$ cat src/rtl/core/b58_pkg.sv
`timescale 1ns / 1ps
package b58_pkg;

	localparam int DIGIT_BASE = 58;
	localparam int MAX_OUT    = 64;
	localparam int HI_W       = 14;
	localparam int APB_AW     = 3;

	localparam logic [0:0] REG_OUTPUT_LIMIT = 1'b0;
	localparam logic [7:0] LIMIT_RESET      = 8'd255;
	localparam logic [7:0] CHAR_ONE         = 8'h31;
	localparam logic [7:0] CHAR_NUL         = 8'h00;

	localparam logic [8*DIGIT_BASE-1:0] ALPHABET =
		"123456789ABCDEFGHJKLMNPQRSTUVWXYZabcdefghijkmnopqrstuvwxyz";

	// 256*d split into {quotient, remainder} by the digit base, for d below the base
	function automatic logic [HI_W*64-1:0] build_hi_tab();
		logic [HI_W*64-1:0] t;
		int v;
		t = '0;
		for (int d = 0; d < DIGIT_BASE; d++) begin
			v = d * 256;
			t[HI_W*d +: HI_W] = {8'(v / DIGIT_BASE), 6'(v % DIGIT_BASE)};
		end
		return t;
	endfunction

	localparam logic [HI_W*64-1:0] HI_TAB = build_hi_tab();

	function automatic logic [7:0] b58_char(input logic [5:0] d);
		logic [7:0] c;
		c = CHAR_NUL;
		if (int'(d) < DIGIT_BASE) begin
			c = ALPHABET[8*(DIGIT_BASE-1-int'(d)) +: 8];
		end
		return c;
	endfunction

	typedef struct packed {
		logic accept;
		logic fold;
		logic load_emit;
		logic emit_err;
		logic emit_zero;
		logic emit_digit;
		logic clear;
	} b58_cmd_t;

	typedef struct packed {
		logic fold_needed;
		logic fold_done;
		logic err;
		logic has_zeros;
		logic has_digits;
		logic zero_last;
		logic digit_done;
		logic slot_free;
	} b58_stat_t;

endpackage

$ cat src/rtl/core/b58_byte_if.sv
`timescale 1ns / 1ps
interface b58_byte_if;
	logic       valid;
	logic       ready;
	logic [7:0] data_byte;
	logic       last_byte;

	modport source(output valid, output data_byte, output last_byte, input ready);
	modport sink(input valid, input data_byte, input last_byte, output ready);
endinterface

$ cat src/rtl/core/b58_char_if.sv
`timescale 1ns / 1ps
interface b58_char_if;
	logic       valid;
	logic       ready;
	logic [7:0] out_char;
	logic       last_char;
	logic       error_flag;

	modport source(output valid, output out_char, output last_char, output error_flag,
		input ready);
	modport sink(input valid, input out_char, input last_char, input error_flag,
		output ready);
endinterface

$ cat src/rtl/core/base58_encoder_core.sv
`timescale 1ns / 1ps
// Streaming base58 encoder.
// din takes one byte word per transfer (data_byte, last_byte on the final
// byte). dout gives one character word per transfer (out_char, last_char on
// the final character, error_flag on the single error word that replaces the
// string on overflow of MAX_BYTES, the digit store, output_limit or MAX_OUT).
// output_limit sits at APB address 0; write it only while the block is idle.
// Each byte is accepted, then folded into the digit store one live base-58
// digit at a time until the live digits and the carry are spent or the last
// of the DIGIT_SLOTS slots is reached, the pace set by the single digit memory
// port and the carry passed from digit to digit; leading zero and dropped bytes are only accepted.
// After the final byte, a check state, then one character per cycle while
// the receiver is ready, with a memory read before the first significant digit.
// dout is registered: a stalled receiver holds the current word and pauses the
// character stream, while a new byte can still be taken once emission is done.
// Reset sets output_limit to 255 and leaves the block idle with an empty
// string; the digit memory needs no clearing pass.
module base58_encoder_core #(
	parameter int MAX_BYTES   = 32,
	parameter int DIGIT_SLOTS = 46
) (
	input  logic                       clk,
	input  logic                       arst_n,
	b58_byte_if.sink                   din,
	b58_char_if.source                 dout,
	input  logic                       psel,
	input  logic                       penable,
	input  logic                       pwrite,
	input  logic [b58_pkg::APB_AW-1:0] paddr,
	input  logic [31:0]                pwdata,
	output logic [31:0]                prdata,
	output logic                       pready
);
	import b58_pkg::*;

	b58_cmd_t   cmd;
	b58_stat_t  st;
	logic [7:0] output_limit;
	logic       in_ready;

	assign din.ready = in_ready;

	b58_cfg u_cfg (
		.clk          (clk),
		.arst_n       (arst_n),
		.psel         (psel),
		.penable      (penable),
		.pwrite       (pwrite),
		.paddr        (paddr),
		.pwdata       (pwdata),
		.prdata       (prdata),
		.pready       (pready),
		.output_limit (output_limit)
	);

	b58_ctrl u_ctrl (
		.clk      (clk),
		.arst_n   (arst_n),
		.in_valid (din.valid),
		.in_last  (din.last_byte),
		.in_ready (in_ready),
		.st       (st),
		.cmd      (cmd)
	);

	b58_dpath #(
		.MAX_BYTES   (MAX_BYTES),
		.DIGIT_SLOTS (DIGIT_SLOTS)
	) u_dpath (
		.clk          (clk),
		.arst_n       (arst_n),
		.cmd          (cmd),
		.st           (st),
		.data_byte    (din.data_byte),
		.output_limit (output_limit),
		.dout         (dout)
	);

endmodule

$ cat src/rtl/core/b58_cfg.sv
`timescale 1ns / 1ps
module b58_cfg (
	input  logic                        clk,
	input  logic                        arst_n,
	input  logic                        psel,
	input  logic                        penable,
	input  logic                        pwrite,
	input  logic [b58_pkg::APB_AW-1:0]  paddr,
	input  logic [31:0]                 pwdata,
	output logic [31:0]                 prdata,
	output logic                        pready,
	output logic [7:0]                  output_limit
);
	import b58_pkg::*;

	logic [7:0] limit_q;
	logic       sel_limit;

	assign sel_limit    = (paddr[APB_AW-1:2] == REG_OUTPUT_LIMIT);
	assign pready       = 1'b1;
	assign output_limit = limit_q;
	assign prdata       = sel_limit ? {24'd0, limit_q} : 32'd0;

	always_ff @(posedge clk or negedge arst_n) begin
		if (!arst_n) begin
			limit_q <= LIMIT_RESET;
		end else if (psel && penable && pwrite && pready && sel_limit) begin
			limit_q <= pwdata[7:0];
		end
	end

endmodule

$ cat src/rtl/core/b58_ctrl.sv
`timescale 1ns / 1ps
module b58_ctrl (
	input  logic               clk,
	input  logic               arst_n,
	input  logic               in_valid,
	input  logic               in_last,
	output logic               in_ready,
	input  b58_pkg::b58_stat_t st,
	output b58_pkg::b58_cmd_t  cmd
);
	import b58_pkg::*;

	typedef enum logic [5:0] {
		S_IDLE   = 6'b000001,
		S_FOLD   = 6'b000010,
		S_CHECK  = 6'b000100,
		S_ERR    = 6'b001000,
		S_ZEROS  = 6'b010000,
		S_DIGITS = 6'b100000
	} b58_state_t;

	b58_state_t state_q, state_d;
	logic       last_q, last_d;

	always_comb begin
		state_d  = state_q;
		last_d   = last_q;
		cmd      = '0;
		in_ready = 1'b0;
		case (state_q)
			S_IDLE: begin
				in_ready   = 1'b1;
				cmd.accept = in_valid;
				if (in_valid) begin
					last_d = in_last;
					if (st.fold_needed) begin
						state_d = S_FOLD;
					end else if (in_last) begin
						state_d = S_CHECK;
					end
				end
			end
			S_FOLD: begin
				cmd.fold = 1'b1;
				if (st.fold_done) begin
					state_d = last_q ? S_CHECK : S_IDLE;
				end
			end
			S_CHECK: begin
				cmd.load_emit = 1'b1;
				if (st.err) begin
					state_d = S_ERR;
				end else if (st.has_zeros) begin
					state_d = S_ZEROS;
				end else if (st.has_digits) begin
					state_d = S_DIGITS;
				end else begin
					cmd.clear = 1'b1;
					state_d   = S_IDLE;
				end
			end
			S_ERR: begin
				cmd.emit_err = 1'b1;
				if (st.slot_free) begin
					cmd.clear = 1'b1;
					state_d   = S_IDLE;
				end
			end
			S_ZEROS: begin
				cmd.emit_zero = 1'b1;
				if (st.slot_free && st.zero_last) begin
					if (st.has_digits) begin
						state_d = S_DIGITS;
					end else begin
						cmd.clear = 1'b1;
						state_d   = S_IDLE;
					end
				end
			end
			S_DIGITS: begin
				cmd.emit_digit = 1'b1;
				if (st.digit_done) begin
					cmd.clear = 1'b1;
					state_d   = S_IDLE;
				end
			end
			default: begin
				state_d = S_IDLE;
			end
		endcase
	end

	always_ff @(posedge clk or negedge arst_n) begin
		if (!arst_n) begin
			state_q <= S_IDLE;
			last_q  <= 1'b0;
		end else begin
			state_q <= state_d;
			last_q  <= last_d;
		end
	end

endmodule

$ cat src/rtl/core/b58_dpath.sv
`timescale 1ns / 1ps
module b58_dpath #(
	parameter int MAX_BYTES   = 32,
	parameter int DIGIT_SLOTS = 46
) (
	input  logic               clk,
	input  logic               arst_n,
	input  b58_pkg::b58_cmd_t  cmd,
	output b58_pkg::b58_stat_t st,
	input  logic [7:0]         data_byte,
	input  logic [7:0]         output_limit,
	b58_char_if.source         dout
);
	import b58_pkg::*;

	localparam int AW = $clog2(DIGIT_SLOTS);
	localparam int HW = $clog2(DIGIT_SLOTS + 1);
	localparam int BW = $clog2(MAX_BYTES + 1);
	localparam int TW = $clog2(MAX_BYTES + DIGIT_SLOTS + 2);
	localparam int CW = (TW > 8) ? TW + 1 : 9;

	logic [5:0]    mem [DIGIT_SLOTS];
	logic [5:0]    rdata_q;
	logic          mem_re;
	logic [AW-1:0] raddr;

	logic [BW-1:0] byte_count_q, zero_count_q, zleft_q;
	logic          lead_q, ovf_q, has_nz_q, rd_pend_q;
	logic [HW-1:0] hm_q;
	logic [AW-1:0] k_q, top_q, ptr_q;
	logic [7:0]    carry_q;

	logic          out_valid_q, out_last_q, out_err_q;
	logic [7:0]    out_char_q;

	logic          in_range, cont, k_end, slot_free, push;
	logic [5:0]    d, nd;
	logic [7:0]    qd;
	logic [5:0]    rd;
	logic [8:0]    x, sub;
	logic [2:0]    qx;
	logic [7:0]    nc;
	logic [HW-1:0] digits;
	logic [CW-1:0] total;
	logic          byte_ok, zero_lead;
	logic [7:0]    push_char;
	logic          push_last, push_err;

	assign byte_ok   = byte_count_q < BW'(MAX_BYTES);
	assign zero_lead = lead_q && (data_byte == 8'd0);

	// one digit of store*256+carry per cycle
	always_comb begin
		in_range = HW'(k_q) < hm_q;
		cont     = in_range || (carry_q != 8'd0);
		k_end    = (k_q == AW'(DIGIT_SLOTS - 1));
		d        = in_range ? rdata_q : 6'd0;
		{qd, rd} = HI_TAB[HI_W*d +: HI_W];
		x        = 9'(rd) + 9'(carry_q);
		qx       = 3'd0;
		sub      = 9'd0;
		for (int i = 1; i <= 5; i++) begin
			if (x >= 9'(i * DIGIT_BASE)) begin
				qx  = 3'(i);
				sub = 9'(i * DIGIT_BASE);
			end
		end
		nd = 6'(x - sub);
		nc = 8'(9'(qd) + 9'(qx));
	end

	assign digits = has_nz_q ? HW'(top_q) + HW'(1) : HW'(0);
	assign total  = CW'(zero_count_q) + CW'(digits);

	assign slot_free = !out_valid_q || dout.ready;

	always_comb begin
		st             = '0;
		st.fold_needed = byte_ok && !zero_lead;
		st.fold_done   = !cont || k_end;
		st.err         = ovf_q || (total + CW'(1) > CW'(output_limit)) || (total > CW'(MAX_OUT));
		st.has_zeros   = zero_count_q != '0;
		st.has_digits  = has_nz_q;
		st.zero_last   = zleft_q == BW'(1);
		st.digit_done  = cmd.emit_digit && rd_pend_q && slot_free && (ptr_q == '0);
		st.slot_free   = slot_free;
	end

	always_comb begin
		mem_re = 1'b0;
		raddr  = '0;
		if (cmd.accept && byte_ok && !zero_lead) begin
			mem_re = 1'b1;
		end else if (cmd.fold && cont && !k_end) begin
			mem_re = 1'b1;
			raddr  = k_q + AW'(1);
		end else if (cmd.emit_digit) begin
			if (!rd_pend_q) begin
				mem_re = 1'b1;
				raddr  = ptr_q;
			end else if (slot_free && ptr_q != '0) begin
				mem_re = 1'b1;
				raddr  = ptr_q - AW'(1);
			end
		end
	end

	always_ff @(posedge clk) begin
		if (cmd.fold && cont) begin
			mem[k_q] <= nd;
		end
		if (mem_re) begin
			rdata_q <= mem[raddr];
		end
	end

	always_ff @(posedge clk or negedge arst_n) begin
		if (!arst_n) begin
			byte_count_q <= '0;
			zero_count_q <= '0;
			lead_q       <= 1'b1;
			hm_q         <= '0;
			ovf_q        <= 1'b0;
			has_nz_q     <= 1'b0;
			rd_pend_q    <= 1'b0;
		end else if (cmd.clear) begin
			byte_count_q <= '0;
			zero_count_q <= '0;
			lead_q       <= 1'b1;
			hm_q         <= '0;
			ovf_q        <= 1'b0;
			has_nz_q     <= 1'b0;
			rd_pend_q    <= 1'b0;
		end else begin
			if (cmd.accept) begin
				if (!byte_ok) begin
					ovf_q <= 1'b1;
				end else begin
					byte_count_q <= byte_count_q + BW'(1);
					if (zero_lead) begin
						zero_count_q <= zero_count_q + BW'(1);
					end else begin
						lead_q   <= 1'b0;
						has_nz_q <= 1'b0;
					end
				end
			end
			if (cmd.fold) begin
				if (cont && nd != 6'd0) begin
					has_nz_q <= 1'b1;
				end
				if (!cont) begin
					hm_q <= HW'(k_q);
				end else if (k_end) begin
					hm_q <= HW'(k_q) + HW'(1);
					if (nc != 8'd0) begin
						ovf_q <= 1'b1;
					end
				end
			end
			if (cmd.load_emit) begin
				rd_pend_q <= 1'b0;
			end else if (cmd.emit_digit) begin
				if (!rd_pend_q) begin
					rd_pend_q <= 1'b1;
				end else if (slot_free && ptr_q == '0) begin
					rd_pend_q <= 1'b0;
				end
			end
		end
	end

	always_ff @(posedge clk) begin
		if (cmd.accept && byte_ok && !zero_lead) begin
			carry_q <= data_byte;
			k_q     <= '0;
		end else if (cmd.fold && cont) begin
			carry_q <= nc;
			k_q     <= k_q + AW'(1);
			if (nd != 6'd0) begin
				top_q <= k_q;
			end
		end
		if (cmd.load_emit) begin
			zleft_q <= zero_count_q;
			ptr_q   <= top_q;
		end else begin
			if (cmd.emit_zero && slot_free) begin
				zleft_q <= zleft_q - BW'(1);
			end
			if (cmd.emit_digit && rd_pend_q && slot_free && ptr_q != '0) begin
				ptr_q <= ptr_q - AW'(1);
			end
		end
	end

	always_comb begin
		push      = 1'b0;
		push_char = CHAR_NUL;
		push_last = 1'b0;
		push_err  = 1'b0;
		if (cmd.emit_err) begin
			push      = slot_free;
			push_last = 1'b1;
			push_err  = 1'b1;
		end else if (cmd.emit_zero) begin
			push      = slot_free;
			push_char = CHAR_ONE;
			push_last = (zleft_q == BW'(1)) && !has_nz_q;
		end else if (cmd.emit_digit) begin
			push      = slot_free && rd_pend_q;
			push_char = b58_char(rdata_q);
			push_last = ptr_q == '0;
		end
	end

	always_ff @(posedge clk or negedge arst_n) begin
		if (!arst_n) begin
			out_valid_q <= 1'b0;
		end else if (push) begin
			out_valid_q <= 1'b1;
		end else if (dout.ready) begin
			out_valid_q <= 1'b0;
		end
	end

	always_ff @(posedge clk) begin
		if (push) begin
			out_char_q <= push_char;
			out_last_q <= push_last;
			out_err_q  <= push_err;
		end
	end

	assign dout.valid      = out_valid_q;
	assign dout.out_char   = out_char_q;
	assign dout.last_char  = out_last_q;
	assign dout.error_flag = out_err_q;

endmodule
$ cat src/flat_wrapper.sv
// flat-port wrapper written by rule: the top's interface ports become plain ports
module base58_encoder_core_flat import b58_pkg::*;
#(
	parameter int MAX_BYTES   = 32,
	parameter int DIGIT_SLOTS = 46
)
  (clk, arst_n, psel, penable, pwrite, paddr, pwdata, prdata, pready, din_valid, din_data_byte, din_last_byte, din_ready, dout_valid, dout_out_char, dout_last_char, dout_error_flag, dout_ready);
  b58_byte_if din_i ();
  b58_char_if dout_i ();
  input  logic clk;
  input  logic arst_n;
  input  logic psel;
  input  logic penable;
  input  logic pwrite;
  input  logic [b58_pkg::APB_AW-1:0] paddr;
  input  logic [31:0] pwdata;
  output logic [31:0] prdata;
  output logic pready;
  input wire logic [$bits(din_i.valid)-1:0] din_valid;
  input wire logic [$bits(din_i.data_byte)-1:0] din_data_byte;
  input wire logic [$bits(din_i.last_byte)-1:0] din_last_byte;
  output wire logic [$bits(din_i.ready)-1:0] din_ready;
  output wire logic [$bits(dout_i.valid)-1:0] dout_valid;
  output wire logic [$bits(dout_i.out_char)-1:0] dout_out_char;
  output wire logic [$bits(dout_i.last_char)-1:0] dout_last_char;
  output wire logic [$bits(dout_i.error_flag)-1:0] dout_error_flag;
  input wire logic [$bits(dout_i.ready)-1:0] dout_ready;
  assign din_i.valid = din_valid;
  assign din_i.data_byte = din_data_byte;
  assign din_i.last_byte = din_last_byte;
  assign din_ready = din_i.ready;
  assign dout_valid = dout_i.valid;
  assign dout_out_char = dout_i.out_char;
  assign dout_last_char = dout_i.last_char;
  assign dout_error_flag = dout_i.error_flag;
  assign dout_i.ready = dout_ready;
  base58_encoder_core #(.MAX_BYTES(MAX_BYTES), .DIGIT_SLOTS(DIGIT_SLOTS)) u_core (.clk(clk), .arst_n(arst_n), .din(din_i), .dout(dout_i), .psel(psel), .penable(penable), .pwrite(pwrite), .paddr(paddr), .pwdata(pwdata), .prdata(prdata), .pready(pready));
endmodule
$ cat config.mk
export PLATFORM = sky130hd
export DESIGN_NAME = base58_encoder_core_flat
export DESIGN_NICKNAME = d
export VERILOG_FILES = /design/src/rtl/core/b58_pkg.sv /design/src/rtl/core/b58_byte_if.sv /design/src/rtl/core/b58_char_if.sv /design/src/rtl/core/base58_encoder_core.sv /design/src/rtl/core/b58_cfg.sv /design/src/rtl/core/b58_ctrl.sv /design/src/rtl/core/b58_dpath.sv /design/src/flat_wrapper.sv
export SDC_FILE = /design/constraint.sdc
export NUM_CORES = 1
export LEC_CHECK = 0
export BUFFER_PORTS_ARGS = -buffer_cell sky130_fd_sc_hd__buf_2
export CORE_ASPECT_RATIO = 1.75
export CORE_UTILIZATION = 37
export CTS_CLUSTER_DIAMETER = 80
export DETAILED_ROUTE_END_ITERATION = 7
export PLACE_DENSITY_LB_ADDON = 0.15
export SLEW_MARGIN = 15
export SYNTH_ARGS = -nofsm -noshare
export SYNTH_HDL_FRONTEND = slang
export SYNTH_SLANG_ARGS = --single-unit
$ cat constraint.sdc
create_clock -name clk -period 9.2 [get_ports clk]
set_input_delay 0.46 -clock clk [delete_from_list [all_inputs] [get_ports clk]]
set_output_delay 0.46 -clock clk [all_outputs]
set_load 0.01 [all_outputs]
==> results list <==
- Wirelength per Cell: 22.7 µm
- The number of antenna diodes in the final layout is 0.
- Number of buffers inserted by hold repair at cts: 0
* Post-layout min period: 8.00 ns
* Share of the cycle needed by the critical path after routing: 87.0%
* Initial core utilization: 37.5%
* Max-slew violation count: 0
- Sequential elements use 54.9% of the synthesized area.
* Insertion delay to the later sink of the worst-skew pair: 0.55 ns
- Clock tree synthesis inserted a total of 37 buffers.
- At the end of routability-driven placement, the weighted congestion stood at 0.865.
- Crit Path Category: flop to flop
* Pin count of the biggest net entering global routing: 77
- After synthesis, the mean cell area works out to 10.8 µm².
* Max stage delay on crit path: 0.62 ns
- Counting flops and latches in the post-synthesis netlist gives 361.
* Most common cell in the netlist: sky130_fd_sc_hd__edfxtp_1
- Wire length of the first global-routing pass: 86000 µm
* Number of cells upsized or downsized after cts: 0
- Setup repair after global routing missed its margin: false
* Synth area leader: sky130_fd_sc_hd__edfxtp_1
- Count of port buffers added during placement: 43
- Across the run, the number of max-cap violations was 0.
* Total via count in the routed design: 14200
- Clk sinks: 361
* Clock-pin slew on the worst setup and hold paths: 0.06 ns
- Dividing the detail-routed via count by the number of cells gives 5.73.
- 96 I/O pins were placed.
* Post-Route WL: 56000 µm
- Cell row count: 110
* Total number of nets in the final design: 1879
* Post-route DRC: 0
- After routing the design area is 21100 µm².
- Hold crit path type: input port to async pin
- Counting every instance in the synthesized netlist gives 1785.
- Startpoint type of the worst setup path: flop
- The number of antenna violations at the first check in global routing was 0.
- Arr. time, crit path: 8.28 ns
- Setup violations remaining at the end of the flow were counted as 0.
- TritonCTS clock tree: yes
- Total negative slack for setup checks: 0 ns
- Of the cells placed in the final design, the portion with a size suffix greater than 1 is 9.90%.
- STA puts the critical path data required time at 9.48 ns.
* Warning count from the yosys run: 0
- Aggregate global-route resource usage: 21.1%
- Among all flip-flop cells after synthesis, the most frequent one is sky130_fd_sc_hd__edfxtp_1.
- Vias in the first global route: 14600
* Final clock skew: 0.0241 ns
- Number of levels the H-tree was split into: 2
* Synth cell count leaders: sky130_fd_sc_hd__edfxtp_1, sky130_fd_sc_hd__nor2_1, sky130_fd_sc_hd__nand2_1, sky130_fd_sc_hd__o21ai_0, sky130_fd_sc_hd__and3_1
- Hold violation total from the final report: 0
- Placed wire-length estimate: 38300 µm
- Post-CTS Setup Inserts: 0
- Static timing analysis puts the maximum clock frequency at 0.125 GHz.
* Post-placement cell area: 20000 µm²
- After the first detailed-routing iteration, the DRC count stood at 1029.
- Worst Setup End Kind: flop
- After synthesis, the cell types taking the most area are sky130_fd_sc_hd__edfxtp_1, sky130_fd_sc_hd__dfrtp_1, sky130_fd_sc_hd__and3_1, sky130_fd_sc_hd__ha_1, sky130_fd_sc_hd__nor2_1.
- Clk root buf: sky130_fd_sc_hd__clkbuf_16
* Congestion Overflow GR: 0
* Number of nets still failing antenna checks after routing: 0
* Dpl cells: 2405
- From bottom edge to top edge, the die measures 304 µm.
* Post-synth ARST share: 10.5%
- Worst-path cell with the longest stage delay: sky130_fd_sc_hd__dfxtp_1
- At the pin with the least slew margin, the transition time is 1.09 ns.
- Area growth, synth to finish: 9.50%
- Yosys mapped a number of flops with a built-in enable equal to 317.
- Reg-to-reg slack, setup: 1.20 ns
- Along the worst path, the maximum fanout reaches 12.
- In this run, distinct cell masters in the synthesized netlist total 91.
- Placeable core region: 51500 µm²
* Die width: 175 µm
* Die ar.: 53200 µm²
- For this run, the detailed router's first-pass iteration total came to 6.
- For the worst flop-to-flop path, the logic depth is 32.
- Fraction of post-synthesis cell area in the top cell type by area: 49.3%
- Final cell count without fillers: 2470
- Outcome: finished, final reports clean
* Total standard cell area after synthesis: 19300 µm²
- Relative slew slack: 27.1%
- Maximum count of clock buffers along a single path: 3
## layout by cell type, fill, tap and decap left out, types with 43 or more instances in the layout
master and n:
sky130_fd_sc_hd__a211oi_1 73, sky130_fd_sc_hd__buf_2 43, sky130_fd_sc_hd__nor2_1 166, sky130_fd_sc_hd__o21ai_0 116, sky130_fd_sc_hd__and3_1 110, sky130_fd_sc_hd__edfxtp_1 317, sky130_fd_sc_hd__ha_1 52, sky130_fd_sc_hd__a21oi_1 96
sky130_fd_sc_hd__inv_1 57, sky130_fd_sc_hd__nand3_1 45, sky130_fd_sc_hd__nand2_1 133
## logic make-up after synthesis
group                      Yosys count  share of synthesized area [%]
DFF                                361                           54.9
adders and majority gates           57                           3.84
and+or+nand+nor                    569                           14.6
buffers and inverters              205                           4.86
AOI/OAI and AO/OA                  496                           17.1
muxes                               33                           1.85
other                                2                         0.0389
xor gates and xnor gates            62                           2.81
## registers in the layout (all words and copies together) (netlist names)
register                        count
u_core.u_dpath.mem                276
u_core.u_cfg.output_limit           8
u_core.u_dpath.zleft_q              6
u_core.u_dpath.carry_q              8
u_core.u_dpath.dout.out_char        7
u_core.u_dpath.byte_count_q         6
u_core.u_dpath.dout.last_char       1
u_core.u_dpath.k_q                  6
u_core.u_dpath.dout.valid           1
u_core.u_dpath.rd_pend_q            1
u_core.u_dpath.dout.error_flag      1
u_core.u_dpath.hm_q                 6
u_core.u_dpath.lead_q               1
u_core.u_dpath.has_nz_q             1
u_core.u_dpath.rdata_q              6
u_core.u_dpath.ptr_q                6
u_core.u_dpath.top_q                6
u_core.u_ctrl.last_q                1
u_core.u_dpath.zero_count_q         6
u_core.u_dpath.ovf_q                1
u_core.u_ctrl.state_q               6
## critical path, delay by kind of cell (launching register included)
kind / cells / cell delay, ns
AOI/OAI and AO/OA: 12 / 2.40
adders and majority gates: 6 / 2.07
and+or+nand+nor: 6 / 1.39
buffers and inverters: 6 / 0.76
DFF: 1 / 0.62
xor gates and xnor gates: 1 / 0.30
muxes: 1 / 0.17
## worst paths after layout
| path | to | startpoint |
|---|---|---|
| max | u_core.u_dpath.top_q[4] | u_core.u_dpath.k_q[5] |
| min | u_core.u_dpath.zero_count_q[5] | arst_n |
| max reg2reg | u_core.u_dpath.top_q[4] | u_core.u_dpath.k_q[5] |
| min reg2reg | u_core.u_ctrl.last_q | u_core.u_ctrl.last_q |
| max in group asynchronous | u_core.u_dpath.byte_count_q[4] | arst_n |
| min in group clk | u_core.u_ctrl.last_q | din_last_byte |
## per-stage QoR
| step | hold WS (ns) | setup WS, ns | util, % |
|---|---|---|---|
| 2_1_floorplan | 0.164 | 1.06 | - |
| 3_3_place_gp | 0.502 | 1.31 | 38.9 |
| 3_5_place_dp | 0.512 | 1.21 | 38.9 |
| 4_1_cts | 0.0788 | 1.19 | 41.1 |
| 5_1_grt | 0.113 | 0.610 | 41.1 |
| 6_report | 0.0400 | 1.20 | 41.1 |
## routing by layer
metal  global-route usage [%]  share of wire [%]  up-vias
li1                         -                  -     6675
met1                     21.5                 35     6985
met2                     41.0                 55      368
met3                     2.12                3.4      128
met4                     11.7                5.7        0
met5                        0                  0        -
## cell type report
| class | count | area (µm²) |
|---|---|---|
| Multi-Input combinational cell | 1243 | 7930 |
| Clock buffer | 49 | 1030 |
| Tap cell | 672 | 841 |
| Timing Repair Buffer | 70 | 418 |
| Fill cell | 4984 | 30300 |
| Clock inverter | 16 | 106 |
| Inverter | 59 | 221 |
| Sequential cell | 361 | 10600 |
Power is left out: the tool's default activity adds up to more than one toggle a clock period on the data nets, which glitch-free logic cannot reach.
